`src/hw/rtl/puct_child_select_macros.svh`:
```
// assertion macros for the child selection block
`ifndef PUCT_CHILD_SELECT_MACROS_SVH
`define PUCT_CHILD_SELECT_MACROS_SVH
`ifndef ASSERT_OFF
// checked outside reset
`define PCS_ASSERT(lbl, clk, rst_n, prop, msg) \
    lbl: assert property (@(posedge clk) disable iff (!rst_n) prop) else $error(msg);
// checked at every edge, reset included
`define PCS_ASSERT_ALWAYS(lbl, clk, prop, msg) \
    lbl: assert property (@(posedge clk) prop) else $error(msg);
`else
`define PCS_ASSERT(lbl, clk, rst_n, prop, msg)
`define PCS_ASSERT_ALWAYS(lbl, clk, prop, msg)
`endif
`endif

```
`src/hw/rtl/pcs_pkg.sv`:
```
package pcs_pkg;

    localparam int PRIOR_W     = 16;
    localparam int VISIT_W     = 20;
    localparam int VALUE_W     = 33;
    localparam int GAIN_W      = 16;
    localparam int SUM_W       = 28;
    localparam int ROOT_X_W    = 45;
    localparam int ROOT_W      = 23;
    localparam int ROOT_STEPS  = 23;
    localparam int CP_W        = PRIOR_W + GAIN_W;
    localparam int PROD_W      = CP_W + ROOT_W;
    localparam int PROD_SHIFT  = 20;
    localparam int DIVD_W      = 37;
    localparam int DIVS_W      = 21;
    localparam int Q_W         = DIVD_W + 1;
    localparam int SCORE_W     = Q_W + 1;
    localparam int ENTRY_W     = PRIOR_W + VISIT_W + VALUE_W;
    localparam int IN_DATA_W   = 72;
    localparam int OUT_DATA_W  = 8;
    localparam int MAX_CHILDREN_DEF = 256;

    localparam logic [GAIN_W-1:0] GAIN_RESET = 16'd4096;
    localparam logic [SUM_W-1:0]  SUM_MAX    = {SUM_W{1'b1}};

    // register byte addresses
    localparam logic [2:0] ADDR_GAIN = 3'd0;

    // controller to datapath
    typedef struct packed {
        logic store;
        logic root_start;
        logic root_step;
        logic rd;
        logic mul1;
        logic mul2;
        logic div_start;
        logic div_sel_u;
        logic q_load;
        logic q_zero;
        logic u_load;
        logic cmp;
        logic out_load;
    } cmd_t;

    // datapath to controller
    typedef struct packed {
        logic root_done;
        logic div_done;
        logic v_zero;
        logic idx_last;
        logic out_free;
    } status_t;

endpackage

```
`src/hw/rtl/pcs_ctrl.sv`:
```
module pcs_ctrl (
    input  logic              clk,
    input  logic              rst_n,
    input  logic              s_tvalid,
    input  logic              s_tlast,
    output logic              s_tready,
    input  pcs_pkg::status_t  st,
    output pcs_pkg::cmd_t     cmd
);
    import pcs_pkg::*;

    typedef enum logic [11:0] {
        S_IDLE      = 12'b000000000001,
        S_ROOT_INIT = 12'b000000000010,
        S_ROOT      = 12'b000000000100,
        S_READ      = 12'b000000001000,
        S_MUL1      = 12'b000000010000,
        S_MUL2      = 12'b000000100000,
        S_DQ        = 12'b000001000000,
        S_DQ_WAIT   = 12'b000010000000,
        S_DU        = 12'b000100000000,
        S_DU_WAIT   = 12'b001000000000,
        S_CMP       = 12'b010000000000,
        S_DONE      = 12'b100000000000
    } state_t;

    state_t state_reg, state_next;

    always_ff @(posedge clk or negedge rst_n)
    begin
        if (!rst_n)
            state_reg <= S_IDLE;
        else
            state_reg <= state_next;
    end

    // sequencing of store, root and per-child scoring
    always_comb
    begin
        state_next = state_reg;
        cmd        = '0;
        s_tready   = 1'b0;
        case (state_reg)
            S_IDLE:
            begin
                s_tready = 1'b1;
                if (s_tvalid)
                begin
                    cmd.store = 1'b1;
                    if (s_tlast)
                        state_next = S_ROOT_INIT;
                end
            end
            S_ROOT_INIT:
            begin
                cmd.root_start = 1'b1;
                state_next     = S_ROOT;
            end
            S_ROOT:
            begin
                cmd.root_step = 1'b1;
                if (st.root_done)
                    state_next = S_READ;
            end
            S_READ:
            begin
                cmd.rd     = 1'b1;
                state_next = S_MUL1;
            end
            S_MUL1:
            begin
                cmd.mul1   = 1'b1;
                state_next = S_MUL2;
            end
            S_MUL2:
            begin
                cmd.mul2   = 1'b1;
                state_next = S_DQ;
            end
            S_DQ:
            begin
                if (st.v_zero)
                begin
                    cmd.q_zero = 1'b1;
                    state_next = S_DU;
                end
                else
                begin
                    cmd.div_start = 1'b1;
                    state_next    = S_DQ_WAIT;
                end
            end
            S_DQ_WAIT:
            begin
                if (st.div_done)
                begin
                    cmd.q_load = 1'b1;
                    state_next = S_DU;
                end
            end
            S_DU:
            begin
                cmd.div_start = 1'b1;
                cmd.div_sel_u = 1'b1;
                state_next    = S_DU_WAIT;
            end
            S_DU_WAIT:
            begin
                cmd.div_sel_u = 1'b1;
                if (st.div_done)
                begin
                    cmd.u_load = 1'b1;
                    state_next = S_CMP;
                end
            end
            S_CMP:
            begin
                cmd.cmp = 1'b1;
                if (st.idx_last)
                    state_next = S_DONE;
                else
                    state_next = S_READ;
            end
            S_DONE:
            begin
                if (st.out_free)
                begin
                    cmd.out_load = 1'b1;
                    state_next   = S_IDLE;
                end
            end
            default:
            begin
                state_next = S_IDLE;
            end
        endcase
    end

endmodule

```
`config.mk`:
```
export PLATFORM = sky130hd
export DESIGN_NAME = pcs_ctrl
export DESIGN_NICKNAME = d
export VERILOG_FILES = /design/src/hw/rtl/puct_child_select_macros.svh /design/src/hw/rtl/pcs_pkg.sv /design/src/hw/rtl/pcs_ctrl.sv
export SDC_FILE = /design/constraint.sdc
export NUM_CORES = 1
export LEC_CHECK = 0
export BUFFER_PORTS_ARGS = -buffer_cell sky130_fd_sc_hd__buf_2
export CORE_MARGIN = 4
export CORE_UTILIZATION = 53
export CTS_CLUSTER_DIAMETER = 30
export CTS_CLUSTER_SIZE = 14
export DETAILED_ROUTE_END_ITERATION = 10
export MAX_ROUTING_LAYER = met4
export PLACE_DENSITY = 0.79
export SLEW_MARGIN = 25
export SYNTH_ARGS = -nofsm -noshare
export SYNTH_HDL_FRONTEND = slang
export SYNTH_SLANG_ARGS = --single-unit
export TNS_END_PERCENT = 30
```
`constraint.sdc`:
```
create_clock -name clk -period 3.12 [get_ports clk]
set_input_delay 0.624 -clock clk [delete_from_list [all_inputs] [get_ports clk]]
set_output_delay 0.624 -clock clk [all_outputs]
set_load 0.02 [all_outputs]
```
==> results of run 1 <==
placed cells by master (no fill, tap or decap), types with 2 or more instances in the layout:
| cell type | n |
|---|---|
| a21oi_1 | 4 |
| a31oi_1 | 2 |
| buf_2 | 22 |
| clkbuf_4 | 3 |
| dfrtp_1 | 11 |
| inv_1 | 2 |
| nand2_1 | 4 |
| nand2b_1 | 4 |
| nand3b_1 | 4 |
| nor2_1 | 13 |
| nor2b_1 | 4 |
| nor3_1 | 5 |
| nor3b_1 | 3 |
| nor4_4 | 2 |
| o21a_1 | 2 |
| o21ai_0 | 2 |
| o22ai_1 | 3 |
synth_stat cells, drive strengths merged:
| library cell | instances |
|---|---|
| nor3 | 5 |
| nor2b | 4 |
| or4 | 1 |
| nand3 | 2 |
| or3 | 1 |
| dfstp | 1 |
| a21o | 1 |
| a21boi | 1 |
| nand4 | 2 |
| o21a | 2 |
| inv | 2 |
| dfrtp | 11 |
| a21oi | 4 |
| nor4 | 3 |
| and3 | 1 |
| nand3b | 4 |
| or4bb | 1 |
| nand2 | 5 |
| o22ai | 3 |
| o211ai | 1 |
| o21ai | 2 |
| a31oi | 2 |
| xor2 | 1 |
| nor3b | 3 |
| and4bb | 1 |
| and2 | 1 |
| nor2 | 15 |
| and4 | 1 |
| nand2b | 5 |
kinds of logic (layout without fill, tap and decap cells):
group | count (synthesis) | count (layout) | share of synthesized area
and+or+nand+nor | 55 | 55 | 0.471
xor gates and xnor gates | 1 | 1 | 0.0111
buffers and inverters | 2 | 28 | 0.00953
DFF | 12 | 12 | 0.383
AOI/OAI and AO/OA | 16 | 16 | 0.125
worst max path at each step:
stage | end | slack [ps] | cells past startpoint
6_report | cmd[9] | 410 | 5
5_1_grt | cmd[9] | 260 | 5
4_1_cts | cmd[9] | 400 | 5
3_5_place_dp | cmd[9] | 720 | 5
3_3_place_gp | cmd[9] | 810 | 5
2_1_floorplan | cmd[9] | 680 | 4
through the flow:
stage               std cells  worst slack (ps)
global placement          123               809
finish                    127               407
floorplan                  86               678
detailed placement        123               724
global route              127               262
CTS                       127               396
critical path, stage by stage (launching register included):
cell and delay [ps]:
dfrtp_1 440, nor4_4 450, nand3_2 140, or3_4 380, nor3b_1 210, buf_2 190
routing by layer:
metal	GRT usage	up-vias
met5	-	-
met4	0.0852	0
met3	0.0469	2
met2	0.374	23
met1	0.265	354
li1	-	369
layout make-up:
| cell class | count | share of cell area |
|---|---|---|
| multi-input combinational | 72 | 0.503 |
| tap | 15 | 0.0197 |
| inverter | 2 | 0.00787 |
| clock buffer | 4 | 0.0381 |
| sequential | 12 | 0.316 |
| timing repair buffer | 22 | 0.115 |
power by group:
part           total, mW  switching [mW]  internal [mW]
clock              0.124          0.0530         0.0709
sequential         0.189          0.0168          0.172
combinational      0.217           0.131         0.0865
==> impl_metrics.json, run 1 <==
{
  "yosysSeqAreaShare": 0.383,
  "tritoncts": "yes",
  "die_x_um": 46.6,
  "finalHoldViolCount": 0,
  "ir_worst_vdd_v": 0.000295,
  "cap_violations": 0,
  "final_util": 0.706,
  "antenna_found_initial": 0,
  "hold_path.class": "in -> async",
  "nets": 122,
  "routed.top_layer": "met4",
  "cts_hold_buf": 0,
  "outcome": "complete, no violations",
  "design_area_um2": 953,
  "wl_per_cell_um": 14.8,
  "overflow": 0,
  "place.gp.congestion": 0.863,
  "grt_pass1_wl_um": 3280,
  "grt_max_degree": 13,
  "antenna_cells": 0,
  "synth.avg_cell_area_um2": 9.17,
  "clk_pin_slew_ps": 80,
  "place_hpwl_um": 1480,
  "dr_total_vias": 748,
  "rrSetupSlack_ps": 1340,
  "synth_top_area_cell": "dfrtp_1",
  "crit_required_ps": 2500,
  "clk_path_buf_depth": 2,
  "cts_made_buffers": 3,
  "fin_hold_ws_ps": 216,
  "die_h_um": 46.6,
  "skew_ps": 4.11,
  "yosysTopAreaCellShare": 0.349,
  "postCtsSetupRepairBufs": 0,
  "cts-root-buf": "clkbuf_4",
  "fillerInstances": 119,
  "start_util": 0.584,
  "worstPathArrival_ps": 2090,
  "clock.fmax_mhz": 369,
  "period_share": 0.869,
  "drv_slew": 0,
  "place_area_um2": 917,
  "drtIter0Drc": 22,
  "grt_pass1_vias": 737,
  "std_cell_rows": 13,
  "cp-start-kind": "flip-flop",
  "totalNegativeSetupSlack_ps": 0,
  "pin_count": 23,
  "worstSetupStartpoint": "state_reg[5]$_DFFE_PN0P_",
  "reg2regPathDepth": 4,
  "drt_pass1_iterations": 4,
  "wl_met2_um": 941,
  "totalWireLength_um": 1880,
  "htree_levels": 1,
  "reg2reg_to": "state_reg[4]$_DFFE_PN0P_",
  "clock_latency_ps": 270,
  "final_antenna_net_count": 0,
  "ys_types": 36,
  "route.detailed.drc": 0,
  "synth.area.top_cells": "dfrtp_1, nor2_1, nor4_4",
  "p_leak_nw": 0.447,
  "end_kind": "primary output",
  "crit_fanout": 6,
  "core_um2": 1350,
  "synth.ff_latch_count": 12,
  "ys_warn_count": 0,
  "multi_input_comb_area_um2": 479,
  "powerDensity_nw_per_um2": 556,
  "viasPerCell": 5.89,
  "areaGrowthSynthToFinish_pct": 21.0,
  "slew_headroom": 0.721,
  "wl_met3_um": 105,
  "cts_resized": 0,
  "rsz0062_at_grt": "false",
  "portBuffers": 22,
  "setup_viol": 0,
  "syn_nets": 95,
  "track_usage": 0.226,
  "syn_area_um2": 788,
  "wl_met1_um": 821,
  "period_minus_slack_ps": 2710,
  "clock-sinks": 12,
  "synthCells": 86,
  "tightest_slew_ps": 416,
  "p_total_uw": 530,
  "layout-drive-gt1-share": 0.339,
  "critical_path_class": "reg -> out",
  "dieArea_um2": 2170,
  "largest_register_ffs": 12,
  "r2r_start": "state_reg[5]$_DFFE_PN0P_",
  "seq_area_um2": 302
}
(Power assumes the default switching activity.)
==> inputs of run 2 (changes only) <==
CORE_UTILIZATION = 47   (was 53)
CTS_BUF_LIST = sky130_fd_sc_hd__clkbuf_4   (was unset)
HOLD_SLACK_MARGIN = 0.05   (was unset)
PLACE_DENSITY = 0.74   (was 0.79)
clock period = 2.2 ns   (was 3.12 ns; I/O delays follow)
==> impl_metrics.json, run 2 (same netlist as run 1, synthesis figures left out) <==
{
  "outcome": "complete, but fails checks",
  "violations": "negative setup slack",
  "post-place-ws_ps": 164,
  "slew_headroom": 0.742,
  "hold_path.class": "in -> reg",
  "place.gp.congestion": 0.834,
  "worstSetupStartpoint": "state_reg[6]$_DFFE_PN0P_",
  "die_x_um": 49.0,
  "place_area_um2": 961,
  "p_total_uw": 787,
  "slowest_stage": "dfrtp_2",
  "switching_power_uw": 297,
  "drt_pass1_iterations": 4,
  "cp_cell_sequence": "nor4_4 -> nand3_2 -> or3_4 -> nor3b_2 -> buf_4",
  "route.detailed.drc": 0,
  "dp_cells": 129,
  "setup_viol": 5,
  "period_minus_slack_ps": 2290,
  "end_kind": "primary output",
  "final_common_cell": "buf_2",
  "pwr-share-seq": 0.342,
  "start_util": 0.511,
  "fin_hold_ws_ps": 378,
  "critical_path_class": "reg -> out",
  "critPathTopFamily": "simple AND/OR/NAND/NOR gates",
  "final_antenna_net_count": 0,
  "instances_no_fill": 141,
  "die_h_um": 49.0,
  "reg2regPathDepth": 7,
  "finalHoldViolCount": 0,
  "grt_max_degree": 13,
  "clk_path_buf_depth": 2,
  "track_usage": 0.183,
  "crit_fanout": 3,
  "switching_share": 0.378,
  "grt_pass1_wl_um": 3330,
  "intPower_uw": 490,
  "clock-sinks": 12,
  "worstPathArrival_ps": 1850,
  "core_um2": 1540,
  "design_area_um2": 1070,
  "crit_cells": 5,
  "totalNegativeSetupSlack_ps": -170,
  "antenna_cells": 0,
  "layout-drive-gt1-share": 0.424,
  "crit_end": "cmd[9]",
  "crit_required_ps": 1760,
  "path_buf_inv": 1,
  "cts_made_buffers": 3,
  "pwr-share-clk": 0.205,
  "nets": 135,
  "clock_latency_ps": 280,
  "viasPerCell": 5.80,
  "p_leak_nw": 0.505,
  "min_from": "st[1]",
  "pin_count": 23,
  "areaGrowthSynthToFinish_pct": 36.0,
  "final_util": 0.696,
  "wl_per_cell_um": 14.2,
  "reg2reg_to": "state_reg[8]$_DFFE_PN0P_",
  "portBuffers": 22,
  "powerDensity_nw_per_um2": 734,
  "period_share": 1.04,
  "place_hpwl_um": 1530,
  "max_stage_delay_ps": 430,
  "largest_register_ffs": 12,
  "rrSetupSlack_ps": 440,
  "clk_pin_slew_ps": 80,
  "overflow": 0,
  "power_frac_comb": 0.454,
  "tritoncts": "yes",
  "layout_common_cells": "buf_2, buf_4, nor2_1",
  "setup_ws_ps": -91.5,
  "htree_levels": 1,
  "cp-start-kind": "flip-flop",
  "rsz0062_at_grt": "true",
  "r2r_start": "state_reg[6]$_DFFE_PN0P_",
  "tightest_slew_ps": 384,
  "dieArea_um2": 2400,
  "skew_ps": 7.32,
  "std_cell_rows": 14,
  "cap_violations": 0,
  "clock.fmax_mhz": 436,
  "dr_total_vias": 818,
  "drv_slew": 0,
  "totalWireLength_um": 2000,
  "cts-root-buf": "clkbuf_4",
  "ir_worst_vdd_v": 0.000416,
  "antenna_found_initial": 0,
  "drtIter0Drc": 13,
  "grt_pass1_vias": 772
}
## run 2: cell types whose count changed in the layout (fill, tap and decap cells not counted)
cell,change
buf_6,+1
nor3b_2,+1
dfrtp_1,-2
nor3b_1,-1
dlygate4sd3_1,+1
clkbuf_8,-1
clkbuf_4,+1
dfrtp_2,+2
buf_4,+16
buf_2,-5
## run 2: layer usage
metal / GRT usage / share of wire
met1: 0.212 / 0.44
met2: 0.280 / 0.49
met3: 0.0703 / 0.059
met4: 0.0762 / 0.011
met5: - / 0
## run 2: worst min-delay path by stage
stage / to / cells past startpoint
after floorplan: state_reg[10]$_DFFE_PN0P_ / 0
after global placement: state_reg[7]$_DFFE_PN0P_ / 1
after detailed placement: state_reg[7]$_DFFE_PN0P_ / 1
after CTS: state_reg[11]$_DFFE_PN0P_ / 2
after global routing: state_reg[11]$_DFFE_PN0P_ / 2
final: state_reg[11]$_DFFE_PN0P_ / 2
## run 2: area by class of cell
| type | instances | area, um^2 |
|---|---|---|
| Inverter | 2 | 7.51 |
| Fill cell | 139 | 469 |
| Tap cell | 16 | 20.0 |
| Timing Repair Buffer | 35 | 226 |
| Multi-Input combinational cell | 72 | 484 |
| Sequential cell | 12 | 304 |
| Clock buffer | 4 | 30.0 |
## run 2: timing repair
action,4_1_cts,5_1_grt
hold buffers,1,0
endpoints found under the setup margin,7,12
hold endpoints to repair,11,0
resized for setup,6,2
pin swaps,4,3
setup buffers,3,4
## run 2: power groups by stage
stage	clock network, mW	registers (mW)	logic (mW)
floorplan	0	0.267	0.239
global placement	0	0.271	0.311
detailed placement	0	0.272	0.320
CTS	0.167	0.268	0.327
global route	0.172	0.272	0.396
finish	0.161	0.269	0.357
